[src/fbfl_pkg.sv]
// Shared types, codes and constants of the fixed block free list allocator.
package fbfl_pkg;

  localparam int unsigned HW = 7;
  localparam int unsigned POOL_DEPTH_DEF = 64;
  localparam int unsigned PADDR_W = 3;
  localparam int unsigned PDATA_W = 32;

  localparam logic [HW-1:0] BLOCK_COUNT_RST = 7'd64;
  localparam logic [HW-1:0] COUNT_MAX = 7'h7F;
  localparam logic [HW-1:0] NULL_HANDLE = 7'd0;

  localparam logic [PADDR_W-1:0] REG_BLOCK_COUNT = 3'd0;

  localparam logic [1:0] MODE_ALLOC = 2'd0;
  localparam logic [1:0] MODE_FREE = 2'd1;
  localparam logic [1:0] MODE_INIT = 2'd2;

  typedef enum logic [1:0] {
    ST_IDLE,
    ST_READ,
    ST_SWEEP,
    ST_HOLD
  } state_e;

  typedef struct packed {
    logic [HW-1:0] handle;
    logic          empty;
    logic [HW-1:0] used;
    logic [HW-1:0] peak;
  } res_t;

endpackage

[src/fixed_block_free_list_allocator_unit.sv]
// Top level of the fixed block free list allocator: control, counters and link RAM.
//
//  channel | direction | handshake              | payload
//  --------+-----------+------------------------+----------------------------------------
//  in      | input     | in_valid_i / in_stall_o  | mode_i, handle_in_i
//  out     | output    | out_valid_o / out_stall_i| handle_out_o, pool_empty_o,
//          |           |                        | used_blocks_o, peak_blocks_o
//  cfg     | input     | APB psel/penable/pready  | block_count at byte address 0
//
// Free, failed allocate and unused mode finish in the cycle they are taken; a successful
// allocate first waits in ST_READ for the registered read port of the link RAM.
// Initialize writes min(block_count, POOL_DEPTH) links in ST_SWEEP, one link per cycle.
// After reset the block links min(64, POOL_DEPTH) blocks, one per cycle, with in_stall_o
// high; no beat comes out of that pass.
// A finished result waits in a holding register while the output is stalled; the next
// beat is taken once that register has moved on.
module fixed_block_free_list_allocator_unit
  import fbfl_pkg::*;
#(
  parameter int unsigned POOL_DEPTH = POOL_DEPTH_DEF
) (
  input  logic               clk_i,
  input  logic               rst_ni,
  // input channel
  input  logic               in_valid_i,
  output logic               in_stall_o,
  input  logic [1:0]         mode_i,
  input  logic [HW-1:0]      handle_in_i,
  // output channel
  output logic               out_valid_o,
  input  logic               out_stall_i,
  output logic [HW-1:0]      handle_out_o,
  output logic               pool_empty_o,
  output logic [HW-1:0]      used_blocks_o,
  output logic [HW-1:0]      peak_blocks_o,
  // configuration
  input  logic               psel,
  input  logic               penable,
  input  logic               pwrite,
  input  logic [PADDR_W-1:0] paddr,
  input  logic [PDATA_W-1:0] pwdata,
  output logic [PDATA_W-1:0] prdata,
  output logic               pready
);

  localparam int unsigned AW = (POOL_DEPTH > 1) ? $clog2(POOL_DEPTH) : 1;
  localparam logic [HW-1:0] DEPTH_CAP =
    (POOL_DEPTH > 127) ? COUNT_MAX : HW'(POOL_DEPTH);
  localparam logic [HW-1:0] RST_COUNT =
    (BLOCK_COUNT_RST > DEPTH_CAP) ? DEPTH_CAP : BLOCK_COUNT_RST;

  state_e        state_q, state_d;
  logic [HW-1:0] block_count_q;
  logic [HW-1:0] head_q, head_d;
  logic [HW-1:0] used_q, used_d;
  logic [HW-1:0] peak_q, peak_d;
  logic [HW-1:0] sweep_q, sweep_d;
  logic [HW-1:0] init_n_q, init_n_d;
  logic          report_q, report_d;
  logic          out_valid_q, out_valid_d;
  res_t          out_q, pend_q, res;

  logic          accept, out_free, done, head_ok, free_ok, sweep_last;
  logic [HW-1:0] init_n;

  logic          mem_we, mem_re;
  logic [AW-1:0] mem_waddr, mem_raddr;
  logic [HW-1:0] mem_wdata, mem_rdata;

  // ---------------------------------------------------------------- config port
  assign pready = 1'b1;
  assign prdata = (paddr == REG_BLOCK_COUNT) ? PDATA_W'(block_count_q) : '0;

  always_ff @(posedge clk_i or negedge rst_ni) begin
    if (!rst_ni) begin
      block_count_q <= BLOCK_COUNT_RST;
    end else if (psel && penable && pwrite && pready && paddr == REG_BLOCK_COUNT) begin
      block_count_q <= pwdata[HW-1:0];
    end
  end

  // ---------------------------------------------------------------- control
  assign accept     = in_valid_i && !in_stall_o;
  assign in_stall_o = (state_q != ST_IDLE);
  assign out_free   = !out_valid_q || !out_stall_i;
  assign head_ok    = (head_q != NULL_HANDLE) && (32'(head_q) <= POOL_DEPTH);
  assign free_ok    = (handle_in_i != NULL_HANDLE) && (32'(handle_in_i) <= POOL_DEPTH);
  assign init_n     = (block_count_q > DEPTH_CAP) ? DEPTH_CAP : block_count_q;
  assign sweep_last = (sweep_q == init_n_q);

  // datapath and RAM control
  always_comb begin
    head_d    = head_q;
    used_d    = used_q;
    peak_d    = peak_q;
    sweep_d   = sweep_q;
    init_n_d  = init_n_q;
    report_d  = report_q;
    done      = 1'b0;
    mem_we    = 1'b0;
    mem_re    = 1'b0;
    mem_waddr = AW'(handle_in_i - HW'(1));
    mem_wdata = head_q;
    mem_raddr = AW'(head_q - HW'(1));
    res       = '{handle: NULL_HANDLE, empty: 1'b0, used: used_q, peak: peak_q};

    unique case (state_q)
      ST_IDLE: begin
        if (accept) begin
          case (mode_i)
            MODE_ALLOC: begin
              if (head_ok) begin
                mem_re = 1'b1;
              end else begin
                res.empty = 1'b1;
                done      = 1'b1;
              end
            end
            MODE_FREE: begin
              if (free_ok) begin
                mem_we = 1'b1;
                head_d = handle_in_i;
                used_d = (used_q == '0) ? '0 : used_q - HW'(1);
              end
              done = 1'b1;
            end
            MODE_INIT: begin
              head_d   = (init_n == '0) ? NULL_HANDLE : HW'(1);
              used_d   = '0;
              peak_d   = '0;
              sweep_d  = HW'(1);
              init_n_d = init_n;
              report_d = 1'b1;
              done     = (init_n == '0);
            end
            default: begin
              done = 1'b1;
            end
          endcase
        end
      end
      ST_READ: begin
        // link of the popped block arrives now
        head_d     = mem_rdata;
        used_d     = (used_q == COUNT_MAX) ? COUNT_MAX : used_q + HW'(1);
        peak_d     = (used_d > peak_q) ? used_d : peak_q;
        res.handle = head_q;
        done       = 1'b1;
      end
      ST_SWEEP: begin
        mem_we    = 1'b1;
        mem_waddr = AW'(sweep_q - HW'(1));
        mem_wdata = sweep_last ? NULL_HANDLE : sweep_q + HW'(1);
        sweep_d   = sweep_q + HW'(1);
        done      = sweep_last && report_q;
      end
      ST_HOLD: begin
        done = 1'b0;
      end
      default: begin
        done = 1'b0;
      end
    endcase

    res.used = used_d;
    res.peak = peak_d;
  end

  // next state
  always_comb begin
    state_d = state_q;
    unique case (state_q)
      ST_IDLE: begin
        if (accept && mode_i == MODE_ALLOC && head_ok) begin
          state_d = ST_READ;
        end else if (accept && mode_i == MODE_INIT && init_n != '0) begin
          state_d = ST_SWEEP;
        end else if (done && !out_free) begin
          state_d = ST_HOLD;
        end
      end
      ST_READ: begin
        state_d = out_free ? ST_IDLE : ST_HOLD;
      end
      ST_SWEEP: begin
        if (sweep_last) begin
          state_d = (report_q && !out_free) ? ST_HOLD : ST_IDLE;
        end
      end
      ST_HOLD: begin
        if (out_free) begin
          state_d = ST_IDLE;
        end
      end
      default: begin
        state_d = ST_IDLE;
      end
    endcase
  end

  assign out_valid_d = ((done || state_q == ST_HOLD) && out_free) ||
                       (out_valid_q && out_stall_i);

  always_ff @(posedge clk_i or negedge rst_ni) begin
    if (!rst_ni) begin
      state_q     <= ST_SWEEP;
      head_q      <= HW'(1);
      used_q      <= '0;
      peak_q      <= '0;
      sweep_q     <= HW'(1);
      init_n_q    <= RST_COUNT;
      report_q    <= 1'b0;
      out_valid_q <= 1'b0;
    end else begin
      state_q     <= state_d;
      head_q      <= head_d;
      used_q      <= used_d;
      peak_q      <= peak_d;
      sweep_q     <= sweep_d;
      init_n_q    <= init_n_d;
      report_q    <= report_d;
      out_valid_q <= out_valid_d;
    end
  end

  // result payload: load the output register, or park the result while it is stalled
  always_ff @(posedge clk_i) begin
    if (done && !out_free) begin
      pend_q <= res;
    end
    if (out_free) begin
      if (state_q == ST_HOLD) begin
        out_q <= pend_q;
      end else if (done) begin
        out_q <= res;
      end
    end
  end

  assign out_valid_o   = out_valid_q;
  assign handle_out_o  = out_q.handle;
  assign pool_empty_o  = out_q.empty;
  assign used_blocks_o = out_q.used;
  assign peak_blocks_o = out_q.peak;

  // ---------------------------------------------------------------- link RAM
  fbfl_ram #(
    .WIDTH(HW),
    .DEPTH(POOL_DEPTH)
  ) u_link_ram (
    .clk_i  (clk_i),
    .we_i   (mem_we),
    .waddr_i(mem_waddr),
    .wdata_i(mem_wdata),
    .re_i   (mem_re),
    .raddr_i(mem_raddr),
    .rdata_o(mem_rdata)
  );

  // ---------------------------------------------------------------- assertions
  a_peak_covers_used: assert property (@(posedge clk_i) disable iff (!rst_ni)
    used_q <= peak_q)
    else $error("used count above peak count");

  a_free_sets_head: assert property (@(posedge clk_i) disable iff (!rst_ni)
    accept && mode_i == MODE_FREE && free_ok |=> head_q == $past(handle_in_i))
    else $error("freed handle did not become list head");

  a_read_one_cycle: assert property (@(posedge clk_i) disable iff (!rst_ni)
    state_q == ST_READ |=> state_q != ST_READ)
    else $error("link read wait lasted more than one cycle");

  a_hold_needs_full_out: assert property (@(posedge clk_i) disable iff (!rst_ni)
    state_q == ST_HOLD |-> out_valid_q)
    else $error("parked result while output register empty");

endmodule

[src/fbfl_ram.sv]
// Generic single-clock RAM with one write port and one registered read port.
module fbfl_ram #(
  parameter int unsigned WIDTH = 8,
  parameter int unsigned DEPTH = 64,
  localparam int unsigned AW = (DEPTH > 1) ? $clog2(DEPTH) : 1
) (
  input  logic             clk_i,
  input  logic             we_i,
  input  logic [AW-1:0]    waddr_i,
  input  logic [WIDTH-1:0] wdata_i,
  input  logic             re_i,
  input  logic [AW-1:0]    raddr_i,
  output logic [WIDTH-1:0] rdata_o
);

  logic [WIDTH-1:0] mem [DEPTH];
  logic [WIDTH-1:0] rdata_q;

  always_ff @(posedge clk_i) begin
    if (we_i) begin
      mem[waddr_i] <= wdata_i;
    end
    if (re_i) begin
      rdata_q <= mem[raddr_i];
    end
  end

  assign rdata_o = rdata_q;

endmodule

[config.mk]
export PLATFORM = sky130hd
export DESIGN_NAME = fixed_block_free_list_allocator_unit
export DESIGN_NICKNAME = d
export VERILOG_FILES = /design/src/fbfl_pkg.sv /design/src/fixed_block_free_list_allocator_unit.sv /design/src/fbfl_ram.sv
export SDC_FILE = /design/constraint.sdc
export NUM_CORES = 1
export LEC_CHECK = 0
export BUFFER_PORTS_ARGS = -buffer_cell sky130_fd_sc_hd__buf_2
export CORE_MARGIN = 1.5
export CORE_UTILIZATION = 25
export DETAILED_ROUTE_END_ITERATION = 10
export SLEW_MARGIN = 0
export SYNTH_ARGS = -nofsm -noshare
export SYNTH_HDL_FRONTEND = slang
export SYNTH_SLANG_ARGS = --single-unit
[constraint.sdc]
create_clock -name clk_i -period 5.4 [get_ports clk_i]
set_input_delay 0.81 -clock clk_i [delete_from_list [all_inputs] [get_ports clk_i]]
set_output_delay 0.81 -clock clk_i [all_outputs]
set_load 0.01 [all_outputs]
After elaboration in Yosys (flattened, before gate mapping)
Memory sizes are Yosys's and may differ from the RTL's. A register that Yosys moved wholly into a read port is not among the register bits.
Index checks and enable logic that the tools add are counted.
{ "word_totals": {"register_bits": 90, "mem_bits_rw": 448, "input_bits": 51, "output_inout_bits": 57, "wordCells": 132, "n_memories": 1} }
{ "classes": {"n_addsub": 6, "order_cmp": 4, "n_eq_ne": 14, "muxes": 51, "n_reduce_logical": 39} }
{ "memory_table": {"columns": ["name", "depth", "width", "read_ports", "rd_clocked_by_memory_dff", "write_ports", "line_no", "rtl"], "rows": [
  ["u_link_ram.mem", 64, 7, 1, 1, 1, "fbfl_ram.sv:16", "logic [WIDTH-1:0] mem [DEPTH];"]
]} }
{ "ops": {"columns": ["operator", "n"], "rows": [
  ["$mux W7", 16],
  ["$pmux W7 S2", 6],
  ["$mux W22", 2],
  ["$reduce_bool A7 Y1", 3],
  ["$sub A6 B1 Y6 const B", 3],
  ["$logic_and A1 B1 Y1", 15],
  ["$mux W1", 15],
  ["$add A7 B1 Y7 const B", 2],
  ["$le A7 B7 Y1 const B", 2],
  ["$logic_not A7 Y1", 2],
  ["$mux W2", 7],
  ["$reduce_and A3 Y1", 3],
  ["$ne A2 B2 Y1 const B", 4],
  ["$pmux W2 S4", 1],
  ["$reduce_bool A2 Y1", 4],
  ["$eq A7 B7 Y1", 1],
  ["$eq A7 B7 Y1 const B", 1],
  ["$gt A7 B7 Y1", 1],
  ["$gt A7 B7 Y1 const B", 1],
  ["$sub A7 B1 Y7 const B", 1],
  ["$eq A2 B2 Y1 const B", 3],
  ["$mux W6", 1],
  ["$eq A2 B1 Y1 const B", 2],
  ["$logic_not A1 Y1", 4],
  ["other kinds (10)", 14]
]} }

Longest topological paths before layout
Gate-level depths: netlist (run 1).
{ "logic_depth": {"ltp_word": 11, "mapped_depth": 13, "mapped_depth_nobuf": 12} }

Cells and area by module
Synthesis (run 1) repeated with hierarchy kept, for this count alone.
{ "hier_totals": {"cells_unflattened": 1340, "area_unflattened_um2": 22913.2} }
{ "by_module_without_submodules": {"columns": ["mod", "n_inst", "cells_per_inst", "area_each_um2", "seq_area_each_um2"], "rows": [
  ["fbfl_ram", 1, 827, 17705.7, 13663.1],
  ["fixed_block_free_list_allocator_unit", 1, 513, 5207.5, 2478.6]
]} }

Least setup slack after synthesis (run 1)
No wires, ideal clock.
{ "synth_path": {"kind": "reg-to-reg", "from": "reg sweep_q[0]", "to": "mem u_link_ram.mem[0][5] in the netlist's numbering (data pin)", "setup_ns": 0.720, "arrival_time_ns": 3.903, "required_ns": 4.680, "slack_ns": 0.777, "path_stages_with_launch": 6, "n_path_buf": 1, "synth_period_minus_slack_ns": 4.623, "cell_sequence": "dfstp_2 > clkbuf_1 > nand3_1 > nor3_1 > xnor2_1 > o31ai_1"} }
{ "synth_between": {"elab_chain_cells": 3, "word_cells_on_any_way": 4, "classes_between": "add/sub (1); eq/ne (1); mux (2)"} }
{ "synth_rtl": {"columns": ["item", "line_no", "rtl"], "rows": [
  ["start, declared", "fixed_block_free_list_allocator_unit.sv:57", "logic [HW-1:0] sweep_q, sweep_d;"],
  ["start signal, assigned", "fixed_block_free_list_allocator_unit.sv:219", "sweep_q <= sweep_d;"],
  ["$add A7 B1 Y7 or $eq A7 B7 Y1 (tied branches)", "fixed_block_free_list_allocator_unit.sv:153, fixed_block_free_list_allocator_unit.sv:89", null],
  ["$mux W7 *", "fixed_block_free_list_allocator_unit.sv:153", "mem_wdata = sweep_last ? NULL_HANDLE : sweep_q + HW'(1);"],
  ["$mux W7 *", "fixed_block_free_list_allocator_unit.sv:107", "unique case (state_q)"],
  ["via mem_wdata[5]", "fixed_block_free_list_allocator_unit.sv:68", "logic [HW-1:0] mem_wdata, mem_rdata;"],
  ["end, declared", "fbfl_ram.sv:16", null]
]} }
The timed path passes the listed nets; every way through them passes the cells marked *.

Worst setup path in the final report (run 1)
{ "layout_path": {"from": "reg state_q[1]", "to": "mem u_link_ram.mem[18][4] in the netlist's numbering (enable)"} }
{ "layout_between": {"elab_chain_cells": 7, "word_cells_on_any_way": 10, "classes_between": "eq/ne (1); mux (5); reduce/logical (4)"} }
{ "layout_rtl": {"columns": ["item", "line_no", "rtl"], "rows": [
  ["start, declared", "fixed_block_free_list_allocator_unit.sv:52", "state_e state_q, state_d;"],
  ["start signal, assigned", "fixed_block_free_list_allocator_unit.sv:215", "state_q <= state_d;"],
  ["$reduce_bool A2 Y1", "fixed_block_free_list_allocator_unit.sv:84", "assign in_stall_o = (state_q != ST_IDLE);"],
  ["$logic_not A1 Y1", "fixed_block_free_list_allocator_unit.sv:83", "assign accept = in_valid_i && !in_stall_o;"],
  ["$logic_and A1 B1 Y1", "fixed_block_free_list_allocator_unit.sv:83", null],
  ["$mux W1", "fixed_block_free_list_allocator_unit.sv:109", "if (accept) begin"],
  ["$pmux W1 S2", "fixed_block_free_list_allocator_unit.sv:107", null],
  ["$mux W1", "fbfl_ram.sv:20", "if (we_i) begin"],
  ["$mux W1 (not written as such)", "fbfl_ram.sv:21", "mem[waddr_i] <= wdata_i;"]
]} }
Parallel ways exist; a longest one is shown, timed or not.

==> impl_metrics.xml, run 1 <==
<?xml version="1.0" encoding="UTF-8"?>
<metrics>
  <group name="routing">
    <metric name="dr_total_vias" unit="">12420</metric>
    <metric name="overall_routed_net_length" unit="um">51280</metric>
    <metric name="dr.pass1.iters" unit="">6</metric>
    <metric name="detailedRoute.firstIterationViolations" unit="">1073</metric>
    <metric name="route.antenna.remaining_nets" unit="">0</metric>
    <metric name="met2RoutedLength" unit="um">25060</metric>
    <metric name="residual_drc" unit="">0</metric>
    <metric name="routed_via_density" unit="">4.618</metric>
    <metric name="route.layer.met1.wl" unit="um">22010</metric>
    <metric name="post_drt_wl_per_cell" unit="um">19.06</metric>
    <metric name="highest-signal-layer" unit="">met4</metric>
    <metric name="met3_wire_len" unit="um">2993</metric>
  </group>
  <group name="synthesis">
    <metric name="synthDominantAreaCellType" unit="">sky130_fd_sc_hd__edfxtp_1</metric>
    <metric name="post_synth_and_or_nand_nor_area_fraction" unit="">0.07374</metric>
    <metric name="synth_area" unit="mm2">0.02301</metric>
    <metric name="synth_enable_flop_cells" unit="">499</metric>
    <metric name="asyncSetResetFlopFracSynth" unit="">0.08440</metric>
    <metric name="post_synth_mux_area_share" unit="">0.1323</metric>
    <metric name="synth_flop_cell" unit="">sky130_fd_sc_hd__edfxtp_1</metric>
    <metric name="synth_compound_gate_area_share" unit="">0.04372</metric>
    <metric name="netlist_top_cells_area" unit="">sky130_fd_sc_hd__edfxtp_1, sky130_fd_sc_hd__mux4_2, sky130_fd_sc_hd__dfrtp_1, sky130_fd_sc_hd__nand2_1, sky130_fd_sc_hd__nor2_1</metric>
    <metric name="post_synth_xor_area_fraction" unit="">0.01316</metric>
    <metric name="ys_seq_elements" unit="">545</metric>
    <metric name="yosys_warn_count" unit="">0</metric>
    <metric name="largest_family_of_logic_cells_by_synthesized_area" unit="">multiplexers</metric>
    <metric name="synth.lib_cells_used.distinct" unit="">66</metric>
    <metric name="synth_adder_area_share" unit="">0.008157</metric>
    <metric name="sequential_fraction_of_the_synthesis_area" unit="">0.7015</metric>
    <metric name="postSynthCellCount" unit="">1404</metric>
    <metric name="netlist.area_leader.share" unit="">0.6512</metric>
    <metric name="post_synth.cell_area_avg" unit="um2">16.39</metric>
  </group>
  <group name="cells_and_area">
    <metric name="final_layout_size_suffix_gt1_frac" unit="">0.2194</metric>
    <metric name="fin_util" unit="">0.2891</metric>
    <metric name="layout.cells.most_common_list" unit="">sky130_fd_sc_hd__edfxtp_1, sky130_fd_sc_hd__nand2_1, sky130_fd_sc_hd__mux4_2</metric>
    <metric name="antenna_cells" unit="">0</metric>
    <metric name="layout-area-overhead-vs-synth" unit="%">14.80</metric>
    <metric name="sequential_standard_cell_area" unit="mm2">0.01615</metric>
    <metric name="final_net_count" unit="">1532</metric>
    <metric name="fillers" unit="">9002</metric>
    <metric name="area_of_the_multi_input_gates" unit="mm2">0.006507</metric>
    <metric name="layout_commonest_cell" unit="">sky130_fd_sc_hd__edfxtp_1</metric>
  </group>
  <group name="floorplanning">
    <metric name="rows" unit="">111</metric>
    <metric name="coreArea" unit="mm2">0.09139</metric>
    <metric name="die_x" unit="um">306.4</metric>
    <metric name="dieArea" unit="mm2">0.09387</metric>
    <metric name="initial_utilization" unit="">0.2518</metric>
    <metric name="pin_count" unit="">108</metric>
    <metric name="die_y" unit="um">306.4</metric>
  </group>
  <group name="place">
    <metric name="portBuffers" unit="">56</metric>
    <metric name="routabilityCongestion" unit="">0.8602</metric>
    <metric name="worst_setup_slack_post_dpl" unit="ps">973.9</metric>
    <metric name="hpwl" unit="um">31650</metric>
  </group>
  <group name="power_and_ir_drop">
    <metric name="cellPowerDensity" unit="mW/mm2">645.5</metric>
    <metric name="vdd_ir_drop_max" unit="mV">0.4483</metric>
    <metric name="total_leakage_power" unit="nW">8.749</metric>
    <metric name="post-layout-total-power" unit="mW">17.05</metric>
  </group>
  <group name="clocking">
    <metric name="clock_tree_from_tritoncts" unit="">done</metric>
    <metric name="cts_inserted_buffers" unit="">55</metric>
    <metric name="htreeDepth" unit="">2</metric>
    <metric name="cts.path.max_buffers" unit="">3</metric>
    <metric name="clk_root_buffer_cell" unit="">sky130_fd_sc_hd__clkbuf_16</metric>
    <metric name="cts_setup_buffers" unit="">0</metric>
    <metric name="numClockSinks" unit="">545</metric>
    <metric name="holdBufCountCts" unit="">0</metric>
    <metric name="insertion_delay" unit="ps">610</metric>
    <metric name="cts_repair_resize_count" unit="">0</metric>
    <metric name="clkSlewWorstSetupHoldPaths" unit="ps">60</metric>
  </group>
  <group name="setup_path">
    <metric name="path_cells" unit="">nor2b_2 -&gt; mux2i_1 -&gt; ha_1 -&gt; inv_1 -&gt; a2111oi_0 -&gt; xnor2_1 -&gt; mux2i_4 -&gt; nand3_2 -&gt; nor2_1</metric>
    <metric name="path_class" unit="">flip-flop to flip-flop</metric>
    <metric name="setup_slack_of_the_most_critical_reg_to_reg_path" unit="ps">980</metric>
    <metric name="timing.critical_path.required" unit="ps">5640</metric>
    <metric name="timing.critical_path.slowest_stage_cell" unit="">sky130_fd_sc_hd__dfstp_2</metric>
    <metric name="cp_slowest_stage_delay" unit="ps">920</metric>
    <metric name="timing.critical_path.buf_inv" unit="">1</metric>
    <metric name="critical-path-top-delay-family" unit="">simple AND/OR/NAND/NOR gates</metric>
    <metric name="start_kind" unit="">flip-flop</metric>
    <metric name="critPathMaxFanout" unit="">33</metric>
    <metric name="critPathCaptureType" unit="">flip-flop</metric>
    <metric name="cp_data_arrival_time" unit="ps">4660</metric>
  </group>
  <group name="timing">
    <metric name="setup_tns" unit="ps">0</metric>
    <metric name="hold_violations" unit="">0</metric>
    <metric name="maxSlewViolCount" unit="">0</metric>
    <metric name="final.min_clock_period" unit="ps">4420</metric>
    <metric name="timing.fmax" unit="MHz">226.2</metric>
    <metric name="setup_viol_count_final" unit="">0</metric>
    <metric name="worst_slew_margin_rel" unit="">0.1276</metric>
    <metric name="clock-skew-final" unit="ps">20.49</metric>
    <metric name="rsz0062_at_grt" unit="">false</metric>
    <metric name="worst_hold_slack" unit="ps">430.5</metric>
    <metric name="fin_ws" unit="ps">979.6</metric>
    <metric name="fin_crit_sh" unit="">0.8186</metric>
    <metric name="max_slew.worst_pin.slew" unit="ps">1309</metric>
  </group>
  <group name="run_status">
    <metric name="outcome" unit="">completed</metric>
  </group>
  <group name="global_route">
    <metric name="largest_net_degree_at_the_start_of_global_routing" unit="">117</metric>
    <metric name="globalRoute.totalOverflow" unit="">0</metric>
    <metric name="antenna_violations_before_repair" unit="">0</metric>
    <metric name="grt_pass1_wl" unit="um">78720</metric>
    <metric name="via_count_of_the_first_global_routing_pass" unit="">12750</metric>
    <metric name="total_track_usage" unit="">0.1093</metric>
  </group>
  <group name="job">
    <metric name="max_cap_violations" unit="">0</metric>
  </group>
  <group name="min_path">
    <metric name="worst_hold_path_type" unit="">input pin to async pin</metric>
  </group>
</metrics>
==> final timing paths <==
| kind | cells past startpoint | from | endpoint |
|---|---|---|---|
| max | 9 | state_q[1]$_DFFE_PN1P_ | u_link_ram.mem[18][4]$_DFFE_PP_ |
| min | 1 | rst_ni | peak_q[0]$_DFF_PN0_ |
| max reg2reg | 9 | state_q[1]$_DFFE_PN1P_ | u_link_ram.mem[18][4]$_DFFE_PP_ |
| min reg2reg | 2 | init_n_q[5]$_DFFE_PN0P_ | init_n_q[5]$_DFFE_PN0P_ |
| max in group asynchronous | 1 | rst_ni | block_count_q[3]$_DFFE_PN0P_ |
| min in group clk_i | 2 | pwdata[3] | block_count_q[3]$_DFFE_PN0P_ |
==> sequential cells by signal (all words and copies together) (netlist names) <==
name,cells
u_link_ram.mem,448
pend_q,22
block_count_q,7
handle_out_o,7
head_q,7
init_n_q,7
peak_blocks_o,7
peak_q,7
sweep_q,7
u_link_ram.rdata_o,7
used_blocks_o,7
used_q,7
state_q,2
out_valid_o,1
pool_empty_o,1
report_q,1
==> worst reg2reg max path: stages, from the launching register on <==
cell                        delay (ps)
sky130_fd_sc_hd__dfstp_2           920
sky130_fd_sc_hd__nor2b_2           550
sky130_fd_sc_hd__mux2i_1           380
sky130_fd_sc_hd__ha_1              260
sky130_fd_sc_hd__inv_1             100
sky130_fd_sc_hd__a2111oi_0         450
sky130_fd_sc_hd__xnor2_1           210
sky130_fd_sc_hd__mux2i_4           280
sky130_fd_sc_hd__nand3_2           270
sky130_fd_sc_hd__nor2_1            640
==> Yosys cell counts (all sizes together), types with 3 or more instances <==
cell / instances
a31oi: 14
nor2b: 4
nand2b: 8
clkbuf: 41
dfrtp: 41
inv: 29
xnor2: 26
nand3: 39
and2: 10
dfstp: 5
o31ai: 12
nor3: 18
nand2: 149
buf: 58
a21oi: 49
a22oi: 3
and3: 10
o22ai: 5
nor3b: 9
and4: 3
mux2i: 25
mux2: 21
nor4: 5
o21ai: 26
xor2: 6
edfxtp: 499
a21o: 9
nand4: 5
nor2: 99
ha: 15
mux4: 113
a221oi: 14
==> per-stage QoR <==
step                      instance area, um2  instances
after detailed placement               24730       2595
final                                  26420       2690
after global placement                 24730       2595
after CTS                              26420       2690
after floorplan                        23100       1428
after global routing                   26420       2690
==> kinds of logic after synthesis <==
kind of cell	Yosys count
mux	159
compound gates	155
simple gates	368
flops	545
fa+ha+maj	15
other cells	2
xor+xnor	32
buf+inv	128
==> metal layers <==
metal / track usage / vias up
li1: - / 5538
met1: 0.1442 / 6376
met2: 0.1832 / 431
met3: 0.01818 / 77
met4: 0.03477 / 0
met5: 0 / -
==> area by class of cell <==
cell class | instances | area share
flip-flops and latches | 545 | 0.6112
repair buffers | 80 | 0.01838
clock inverters | 26 | 0.009284
clock buffers | 69 | 0.05447
inverters | 29 | 0.004121
multi-input cells | 755 | 0.2464
well taps | 1186 | 0.05618
==> power breakdown <==
| group | total, mW | internal [mW] | switching [mW] |
|---|---|---|---|
| Combinational | 7.05 | 2.44 | 4.60 |
| Clock | 3.62 | 2.03 | 1.59 |
| Sequential | 6.39 | 6.05 | 0.332 |
Power figures use the tool's default switching activity.
==> inputs of run 2 (changes only) <==
--- a/config.mk
+++ b/config.mk
@@ -5,6 +5,7 @@
 export SDC_FILE = /design/constraint.sdc
 export NUM_CORES = 1
 export LEC_CHECK = 0
+export ABC_AREA = 1
 export BUFFER_PORTS_ARGS = -buffer_cell sky130_fd_sc_hd__buf_2
 export CORE_MARGIN = 1.5
 export CORE_UTILIZATION = 25
==> constraint.sdc (replaced) <==
create_clock -name clk_i -period 4.41 [get_ports clk_i]
set_input_delay 0.6615 -clock clk_i [delete_from_list [all_inputs] [get_ports clk_i]]
set_output_delay 0.6615 -clock clk_i [all_outputs]
set_load 0.01 [all_outputs]
==> run 2 against run 1 <==
Against the previous run:
- setup slack got worse by 290 ps
- die area fell by 0.59%
- non-clock buffer count rose by 13
- highest routed layer unchanged
- sequential power rose by 18%
- power rose by 25%
- global-route usage rose by 0.87 points
==> impl_metrics.xml, run 2 <==
<?xml version="1.0" encoding="UTF-8"?>
<metrics>
  <group name="cells_and_area">
    <metric name="antenna_cells" unit="">0</metric>
    <metric name="layout-area-overhead-vs-synth" unit="%">15.61</metric>
    <metric name="stdcell_area" unit="mm2">0.02644</metric>
    <metric name="flip_flop_count_of_the_largest_register_after_layout" unit="">448</metric>
    <metric name="registers.top_by_ff_count" unit="">u_link_ram.mem</metric>
    <metric name="fin_util" unit="">0.2929</metric>
    <metric name="final_layout_size_suffix_gt1_frac" unit="">0.1111</metric>
    <metric name="final_net_count" unit="">2017</metric>
    <metric name="top_regs" unit="">u_link_ram.mem x448, pend_q x22</metric>
    <metric name="final_cell_count_no_fill" unit="">3175</metric>
    <metric name="layout.cells.most_common_list" unit="">sky130_fd_sc_hd__edfxtp_1, sky130_fd_sc_hd__nor2_1, sky130_fd_sc_hd__o21ai_0</metric>
    <metric name="layout_commonest_cell" unit="">sky130_fd_sc_hd__edfxtp_1</metric>
  </group>
  <group name="floorplanning">
    <metric name="rows" unit="">110</metric>
    <metric name="pin_count" unit="">108</metric>
    <metric name="die_y" unit="um">305.5</metric>
    <metric name="coreArea" unit="mm2">0.09029</metric>
    <metric name="die_x" unit="um">305.5</metric>
    <metric name="dieArea" unit="mm2">0.09332</metric>
    <metric name="initial_utilization" unit="">0.2533</metric>
  </group>
  <group name="clocking">
    <metric name="cts_inserted_buffers" unit="">57</metric>
    <metric name="clkSlewWorstSetupHoldPaths" unit="ps">60</metric>
    <metric name="insertion_delay" unit="ps">640</metric>
    <metric name="cts_repair_resize_count" unit="">0</metric>
    <metric name="cts_setup_buffers" unit="">0</metric>
    <metric name="holdBufCountCts" unit="">0</metric>
    <metric name="cts.path.max_buffers" unit="">3</metric>
    <metric name="clk_root_buffer_cell" unit="">sky130_fd_sc_hd__clkbuf_16</metric>
    <metric name="numClockSinks" unit="">545</metric>
    <metric name="clock_tree_from_tritoncts" unit="">done</metric>
    <metric name="htreeDepth" unit="">2</metric>
  </group>
  <group name="routing">
    <metric name="met2RoutedLength" unit="um">26000</metric>
    <metric name="dr_total_vias" unit="">14800</metric>
    <metric name="detailedRoute.firstIterationViolations" unit="">1309</metric>
    <metric name="route.antenna.remaining_nets" unit="">0</metric>
    <metric name="residual_drc" unit="">0</metric>
    <metric name="routed_via_density" unit="">4.661</metric>
    <metric name="post_drt_wl_per_cell" unit="um">17.75</metric>
    <metric name="overall_routed_net_length" unit="um">56360</metric>
    <metric name="dr.pass1.iters" unit="">6</metric>
    <metric name="met3_wire_len" unit="um">3390</metric>
    <metric name="highest-signal-layer" unit="">met4</metric>
    <metric name="route.layer.met1.wl" unit="um">24950</metric>
  </group>
  <group name="setup_path">
    <metric name="timing.critical_path.slowest_stage_cell" unit="">sky130_fd_sc_hd__nor2_1</metric>
    <metric name="path_class" unit="">flip-flop to flip-flop</metric>
    <metric name="critPathCaptureType" unit="">flip-flop</metric>
    <metric name="path_cells" unit="">inv_2 -&gt; nor2_8 -&gt; nand2_1 -&gt; o21ai_2 -&gt; inv_1 -&gt; ha_1 -&gt; xor2_1 -&gt; inv_1 -&gt; nor2_1 -&gt; nand2_1 -&gt; nor2_1</metric>
    <metric name="critPathMaxFanout" unit="">15</metric>
    <metric name="reg2regPathDepth" unit="">11</metric>
    <metric name="cp_data_arrival_time" unit="ps">3980</metric>
    <metric name="timing.critical_path.buf_inv" unit="">3</metric>
    <metric name="timing.critical_path.required" unit="ps">4670</metric>
    <metric name="critical-path-top-delay-family" unit="">simple AND/OR/NAND/NOR gates</metric>
    <metric name="crit_cells" unit="">11</metric>
    <metric name="cp_slowest_stage_delay" unit="ps">690</metric>
    <metric name="start_kind" unit="">flip-flop</metric>
  </group>
  <group name="synthesis">
    <metric name="synth_enable_flop_cells" unit="">499</metric>
    <metric name="post_synth.cell_area_avg" unit="um2">12.00</metric>
    <metric name="synth.lib_cells_used.distinct" unit="">42</metric>
    <metric name="synth.top_cells.by_count" unit="">sky130_fd_sc_hd__edfxtp_1, sky130_fd_sc_hd__nor2_1, sky130_fd_sc_hd__o21ai_0</metric>
    <metric name="netlist.area_leader.share" unit="">0.6551</metric>
    <metric name="ys_seq_elements" unit="">545</metric>
    <metric name="post-synth-top-count-cell" unit="">sky130_fd_sc_hd__edfxtp_1</metric>
    <metric name="netlist_top_cells_area" unit="">sky130_fd_sc_hd__edfxtp_1, sky130_fd_sc_hd__o21ai_0, sky130_fd_sc_hd__nor2_1, sky130_fd_sc_hd__dfrtp_1, sky130_fd_sc_hd__o221ai_1</metric>
    <metric name="asyncSetResetFlopFracSynth" unit="">0.08440</metric>
    <metric name="synthDominantAreaCellType" unit="">sky130_fd_sc_hd__edfxtp_1</metric>
    <metric name="sequential_fraction_of_the_synthesis_area" unit="">0.7057</metric>
    <metric name="postSynthCellCount" unit="">1906</metric>
    <metric name="synth_area" unit="mm2">0.02287</metric>
    <metric name="synth_flop_cell" unit="">sky130_fd_sc_hd__edfxtp_1</metric>
    <metric name="yosys_warn_count" unit="">0</metric>
  </group>
  <group name="timing">
    <metric name="timing.fmax" unit="MHz">268.6</metric>
    <metric name="worst_slew_margin_rel" unit="">0.2884</metric>
    <metric name="setup_tns" unit="ps">0</metric>
    <metric name="final.min_clock_period" unit="ps">3722</metric>
    <metric name="max_slew.worst_pin.slew" unit="ps">1067</metric>
    <metric name="rsz0062_at_grt" unit="">false</metric>
    <metric name="setup_viol_count_final" unit="">0</metric>
    <metric name="maxSlewViolCount" unit="">0</metric>
    <metric name="hold_violations" unit="">0</metric>
    <metric name="worst_hold_slack" unit="ps">172.0</metric>
    <metric name="fin_crit_sh" unit="">0.8441</metric>
    <metric name="clock-skew-final" unit="ps">35.69</metric>
    <metric name="fin_ws" unit="ps">687.6</metric>
  </group>
  <group name="global_route">
    <metric name="globalRoute.totalOverflow" unit="">0</metric>
    <metric name="via_count_of_the_first_global_routing_pass" unit="">14330</metric>
    <metric name="largest_net_degree_at_the_start_of_global_routing" unit="">227</metric>
    <metric name="total_track_usage" unit="">0.1180</metric>
    <metric name="antenna_violations_before_repair" unit="">0</metric>
    <metric name="grt_pass1_wl" unit="um">86310</metric>
  </group>
  <group name="place">
    <metric name="dpl_cell_area" unit="mm2">0.02455</metric>
    <metric name="hpwl" unit="um">32740</metric>
    <metric name="portBuffers" unit="">56</metric>
    <metric name="dp.cells" unit="">3068</metric>
    <metric name="worst_setup_slack_post_dpl" unit="ps">724.1</metric>
    <metric name="routabilityCongestion" unit="">0.8458</metric>
  </group>
  <group name="power_and_ir_drop">
    <metric name="vdd_ir_drop_max" unit="mV">0.5746</metric>
    <metric name="internal_power_of_the_cells" unit="mW">12.38</metric>
    <metric name="total_leakage_power" unit="nW">9.019</metric>
    <metric name="p_comb_frac" unit="">0.421</metric>
    <metric name="post-layout-total-power" unit="mW">21.31</metric>
    <metric name="power.switching_fraction" unit="">0.4191</metric>
    <metric name="p_sw" unit="mW">8.933</metric>
    <metric name="clock_power_share" unit="">0.225</metric>
    <metric name="flop_pwr_share" unit="">0.354</metric>
    <metric name="cellPowerDensity" unit="mW/mm2">806.0</metric>
  </group>
  <group name="min_path">
    <metric name="worst_hold_path_type" unit="">input pin to async pin</metric>
  </group>
  <group name="run_status">
    <metric name="outcome" unit="">completed</metric>
  </group>
  <group name="job">
    <metric name="max_cap_violations" unit="">0</metric>
  </group>
</metrics>
-- run 2: final timing paths --
path,to,slack [ps],from
worst max register to register,u_link_ram.mem[25][6]$_DFFE_PP_,690,state_q[1]$_DFFE_PN1P_
min in group clk_i,block_count_q[3]$_DFFE_PN0P_,250,pwdata[3]
worst min register to register,report_q$_DFFE_PN0P_,460,report_q$_DFFE_PN0P_
worst max-delay path,u_link_ram.mem[25][6]$_DFFE_PP_,690,state_q[1]$_DFFE_PN1P_
max in group asynchronous,head_q[6]$_DFFE_PN0P_,3800,rst_ni
worst min-delay path,out_valid_o$_DFF_PN0_,170,rst_ni
-- run 2: cell families (layout without fill, tap and decap cells) --
kind of cell,after synthesis,count (layout),share of synthesized area
fa+ha+maj,15,15,0.008205
other cells,2,26,0.0003283
compound gates,441,441,0.1170
flops,545,545,0.7057
mux,1,1,0.0004376
buf+inv,214,283,0.04070
xor+xnor,17,17,0.007166
simple gates,671,671,0.1205
-- run 2: worst register-to-register path, delay by kind of cell, from the launching register on --
kind	cells	cell delay, ps
xor+xnor	1	280
fa+ha+maj	1	240
compound gates	1	130
flops	1	630
buf+inv	3	310
simple gates	5	1780
-- run 2: power by group through the flow --
stage          Clock [mW]  Sequential, mW  Combinational (mW)
3_5_place_dp            0            7.64                8.95
5_1_grt              5.07            7.59                9.79
3_3_place_gp            0            7.63                8.89
2_1_floorplan           0            7.69                5.48
4_1_cts              4.89            7.54                8.98
6_report             4.80            7.54                8.97
-- run 2: routing by layer --
layer	GRT usage	up-vias
met5	0	-
met4	0.04767	0
met3	0.02142	125
met2	0.1872	485
met1	0.1591	7194
li1	-	6994
-- run 2: layout make-up --
class	count	area, um2
Inverter	83	316.6
Sequential cell	545	16150
Clock inverter	31	321.6
Timing Repair Buffer	93	608.1
Clock buffer	76	1569
Fill cell	9174	63840
Tap cell	1176	1471
Multi-Input combinational cell	1171	6012
==> inputs of run 3 (changes only) <==
==> constraint.sdc (replaced) <==
create_clock -name clk_i -period 3.5 [get_ports clk_i]
set_input_delay 0.525 -clock clk_i [delete_from_list [all_inputs] [get_ports clk_i]]
set_output_delay 0.525 -clock clk_i [all_outputs]
set_load 0.01 [all_outputs]
==> run 3 against run 2 <==
Against the previous run:
- highest routed layer unchanged
- setup slack got worse by 280 ps
- first-iteration DRC count increased by 10%
- largest cell class unchanged
- sequential share of layout area decreased by 1.6 points
- combinational power increased by 29%
- clock power increased by 35%
==> impl_metrics.xml, run 3 (synthesis gave the netlist of run 2 again) <==
<?xml version="1.0" encoding="UTF-8"?>
<metrics>
  <group name="routing">
    <metric name="highest-signal-layer" unit="">met4</metric>
    <metric name="met2RoutedLength" unit="um">27110</metric>
    <metric name="residual_drc" unit="">0</metric>
    <metric name="met3_wire_len" unit="um">3776</metric>
    <metric name="route.antenna.remaining_nets" unit="">0</metric>
    <metric name="route.layer.met1.wl" unit="um">24860</metric>
    <metric name="post_drt_wl_per_cell" unit="um">17.73</metric>
    <metric name="routed_via_density" unit="">4.677</metric>
    <metric name="detailedRoute.firstIterationViolations" unit="">1445</metric>
    <metric name="overall_routed_net_length" unit="um">57460</metric>
    <metric name="dr_total_vias" unit="">15160</metric>
    <metric name="dr.pass1.iters" unit="">6</metric>
  </group>
  <group name="place">
    <metric name="dp.cells" unit="">3135</metric>
    <metric name="dpl_cell_area" unit="mm2">0.02513</metric>
    <metric name="hpwl" unit="um">33700</metric>
    <metric name="worst_setup_slack_post_dpl" unit="ps">446.5</metric>
    <metric name="portBuffers" unit="">56</metric>
    <metric name="routabilityCongestion" unit="">0.8336</metric>
  </group>
  <group name="setup_path">
    <metric name="reg2regPathDepth" unit="">12</metric>
    <metric name="cp_data_arrival_time" unit="ps">3440</metric>
    <metric name="cp-endpoint" unit="">u_link_ram.mem[22][6]$_DFFE_PP_</metric>
    <metric name="critical_path.startpoint" unit="">state_q[1]$_DFFE_PN1P_</metric>
    <metric name="crit-reg2reg-capture" unit="">u_link_ram.mem[22][6]$_DFFE_PP_</metric>
    <metric name="setup_slack_of_the_most_critical_reg_to_reg_path" unit="ps">400</metric>
    <metric name="critPathMaxFanout" unit="">10</metric>
    <metric name="start_kind" unit="">flip-flop</metric>
    <metric name="path_class" unit="">flip-flop to flip-flop</metric>
    <metric name="timing.critical_path.required" unit="ps">3840</metric>
    <metric name="crit-reg2reg-launch" unit="">state_q[1]$_DFFE_PN1P_</metric>
    <metric name="critPathCaptureType" unit="">flip-flop</metric>
  </group>
  <group name="global_route">
    <metric name="total_track_usage" unit="">0.1207</metric>
    <metric name="globalRoute.totalOverflow" unit="">0</metric>
    <metric name="antenna_violations_before_repair" unit="">0</metric>
    <metric name="largest_net_degree_at_the_start_of_global_routing" unit="">227</metric>
    <metric name="via_count_of_the_first_global_routing_pass" unit="">14480</metric>
    <metric name="grt_pass1_wl" unit="um">87730</metric>
  </group>
  <group name="cells_and_area">
    <metric name="registers.top_by_ff_count" unit="">u_link_ram.mem</metric>
    <metric name="final_layout_size_suffix_gt1_frac" unit="">0.1404</metric>
    <metric name="flip_flop_count_of_the_largest_register_after_layout" unit="">448</metric>
    <metric name="top_regs" unit="">u_link_ram.mem x448, pend_q x22</metric>
    <metric name="layout_commonest_cell" unit="">sky130_fd_sc_hd__edfxtp_1</metric>
    <metric name="stdcell_area" unit="mm2">0.02715</metric>
    <metric name="layout.cells.most_common_list" unit="">sky130_fd_sc_hd__edfxtp_1, sky130_fd_sc_hd__nor2_1, sky130_fd_sc_hd__o21ai_0</metric>
    <metric name="layout-area-overhead-vs-synth" unit="%">18.68</metric>
    <metric name="final_cell_count_no_fill" unit="">3241</metric>
    <metric name="antenna_cells" unit="">0</metric>
    <metric name="final_net_count" unit="">2084</metric>
  </group>
  <group name="power_and_ir_drop">
    <metric name="vdd_ir_drop_max" unit="mV">0.7970</metric>
    <metric name="total_leakage_power" unit="nW">9.450</metric>
    <metric name="cellPowerDensity" unit="mW/mm2">1016</metric>
  </group>
  <group name="floorplanning">
    <metric name="die_y" unit="um">305.5</metric>
    <metric name="die_x" unit="um">305.5</metric>
    <metric name="rows" unit="">110</metric>
    <metric name="coreArea" unit="mm2">0.09029</metric>
    <metric name="pin_count" unit="">108</metric>
    <metric name="dieArea" unit="mm2">0.09332</metric>
    <metric name="initial_utilization" unit="">0.2533</metric>
  </group>
  <group name="timing">
    <metric name="setup_viol_count_final" unit="">0</metric>
    <metric name="worst_slew_margin_rel" unit="">0.3638</metric>
    <metric name="fin_crit_sh" unit="">0.8849</metric>
    <metric name="fin_ws" unit="ps">403.0</metric>
    <metric name="rsz0062_at_grt" unit="">false</metric>
    <metric name="timing.fmax" unit="MHz">322.9</metric>
    <metric name="final.min_clock_period" unit="ps">3097</metric>
    <metric name="setup_tns" unit="ps">0</metric>
    <metric name="max_slew.worst_pin.slew" unit="ps">954.4</metric>
    <metric name="clock-skew-final" unit="ps">40.76</metric>
    <metric name="hold_violations" unit="">0</metric>
    <metric name="maxSlewViolCount" unit="">0</metric>
  </group>
  <group name="job">
    <metric name="max_cap_violations" unit="">0</metric>
  </group>
  <group name="clocking">
    <metric name="insertion_delay" unit="ps">650</metric>
    <metric name="cts.path.max_buffers" unit="">3</metric>
    <metric name="clkSlewWorstSetupHoldPaths" unit="ps">60</metric>
    <metric name="numClockSinks" unit="">545</metric>
    <metric name="cts_setup_buffers" unit="">0</metric>
    <metric name="cts_repair_resize_count" unit="">0</metric>
    <metric name="htreeDepth" unit="">2</metric>
    <metric name="holdBufCountCts" unit="">0</metric>
    <metric name="clk_root_buffer_cell" unit="">sky130_fd_sc_hd__clkbuf_16</metric>
    <metric name="cts_inserted_buffers" unit="">57</metric>
    <metric name="clock_tree_from_tritoncts" unit="">done</metric>
  </group>
  <group name="run_status">
    <metric name="outcome" unit="">completed</metric>
  </group>
  <group name="min_path">
    <metric name="worst_hold_path_type" unit="">input pin to async pin</metric>
  </group>
</metrics>
run 3: changes by cell type in the layout (fill, tap and decap cells not counted), moves of 2 or more:
cell	change
sky130_fd_sc_hd__buf_12	+6
sky130_fd_sc_hd__buf_4	+61
sky130_fd_sc_hd__bufinv_16	+7
sky130_fd_sc_hd__clkbuf_1	-5
sky130_fd_sc_hd__clkbuf_8	-5
sky130_fd_sc_hd__clkinv_1	+3
sky130_fd_sc_hd__clkinv_2	-2
run 3: routing by layer:
layer,global-route usage,up-vias
li1,-,7118
met4,0.04038,0
met5,0,-
met2,0.1973,535
met1,0.1624,7402
met3,0.01962,104
run 3: power breakdown:
part	leakage (nW)	switching, mW	internal [mW]	total [mW]
Combinational	3.34	8.43	3.21	11.6
Clock	0.973	2.63	3.83	6.46
Sequential	5.14	0.303	9.17	9.47
Total	9.45	11.4	16.2	27.6
run 3: area by class of cell:
| type | count | area [um2] |
|---|---|---|
| multi-input cells | 1171 | 6012 |
| inverters | 83 | 316.6 |
| flip-flops and latches | 545 | 16150 |
| well taps | 1176 | 1471 |
| clock buffers | 65 | 1456 |
| fillers | 9071 | 63140 |
| clock inverters | 41 | 558.0 |
| repair buffers | 160 | 1186 |
run 3: through the flow:
stage            util  hold slack, ps  power [mW]
6_report       0.3007           55.43       27.57
5_1_grt        0.3007           96.09       29.10
4_1_cts        0.3007           53.65       27.74
3_5_place_dp   0.2784           446.0       21.25
3_3_place_gp   0.2784           438.7       21.18
2_1_floorplan       -           229.4       16.58
run 3: how the worst min path moves through the flow:
stage	start	end	cells past startpoint
2_1_floorplan	rst_ni	block_count_q[0]$_DFFE_PN0P_	0
3_3_place_gp	report_q$_DFFE_PN0P_	report_q$_DFFE_PN0P_	2
3_5_place_dp	report_q$_DFFE_PN0P_	report_q$_DFFE_PN0P_	2
4_1_cts	rst_ni	out_valid_o$_DFF_PN0_	1
5_1_grt	rst_ni	peak_q[2]$_DFF_PN0_	1
6_report	rst_ni	peak_q[3]$_DFF_PN0_	1
run 3: worst max-delay path: stages (launching register included):
cell                      delay (ps)
sky130_fd_sc_hd__dfstp_2         650
sky130_fd_sc_hd__inv_2           120
sky130_fd_sc_hd__nor2_8          200
sky130_fd_sc_hd__nand2_1         120
sky130_fd_sc_hd__o21ai_2         140
sky130_fd_sc_hd__inv_1           100
sky130_fd_sc_hd__ha_1            240
sky130_fd_sc_hd__xor2_1          210
sky130_fd_sc_hd__nor2_1          150
sky130_fd_sc_hd__nand2_1         260
sky130_fd_sc_hd__buf_4           280
sky130_fd_sc_hd__nor2_1          190
sky130_fd_sc_hd__buf_4           160
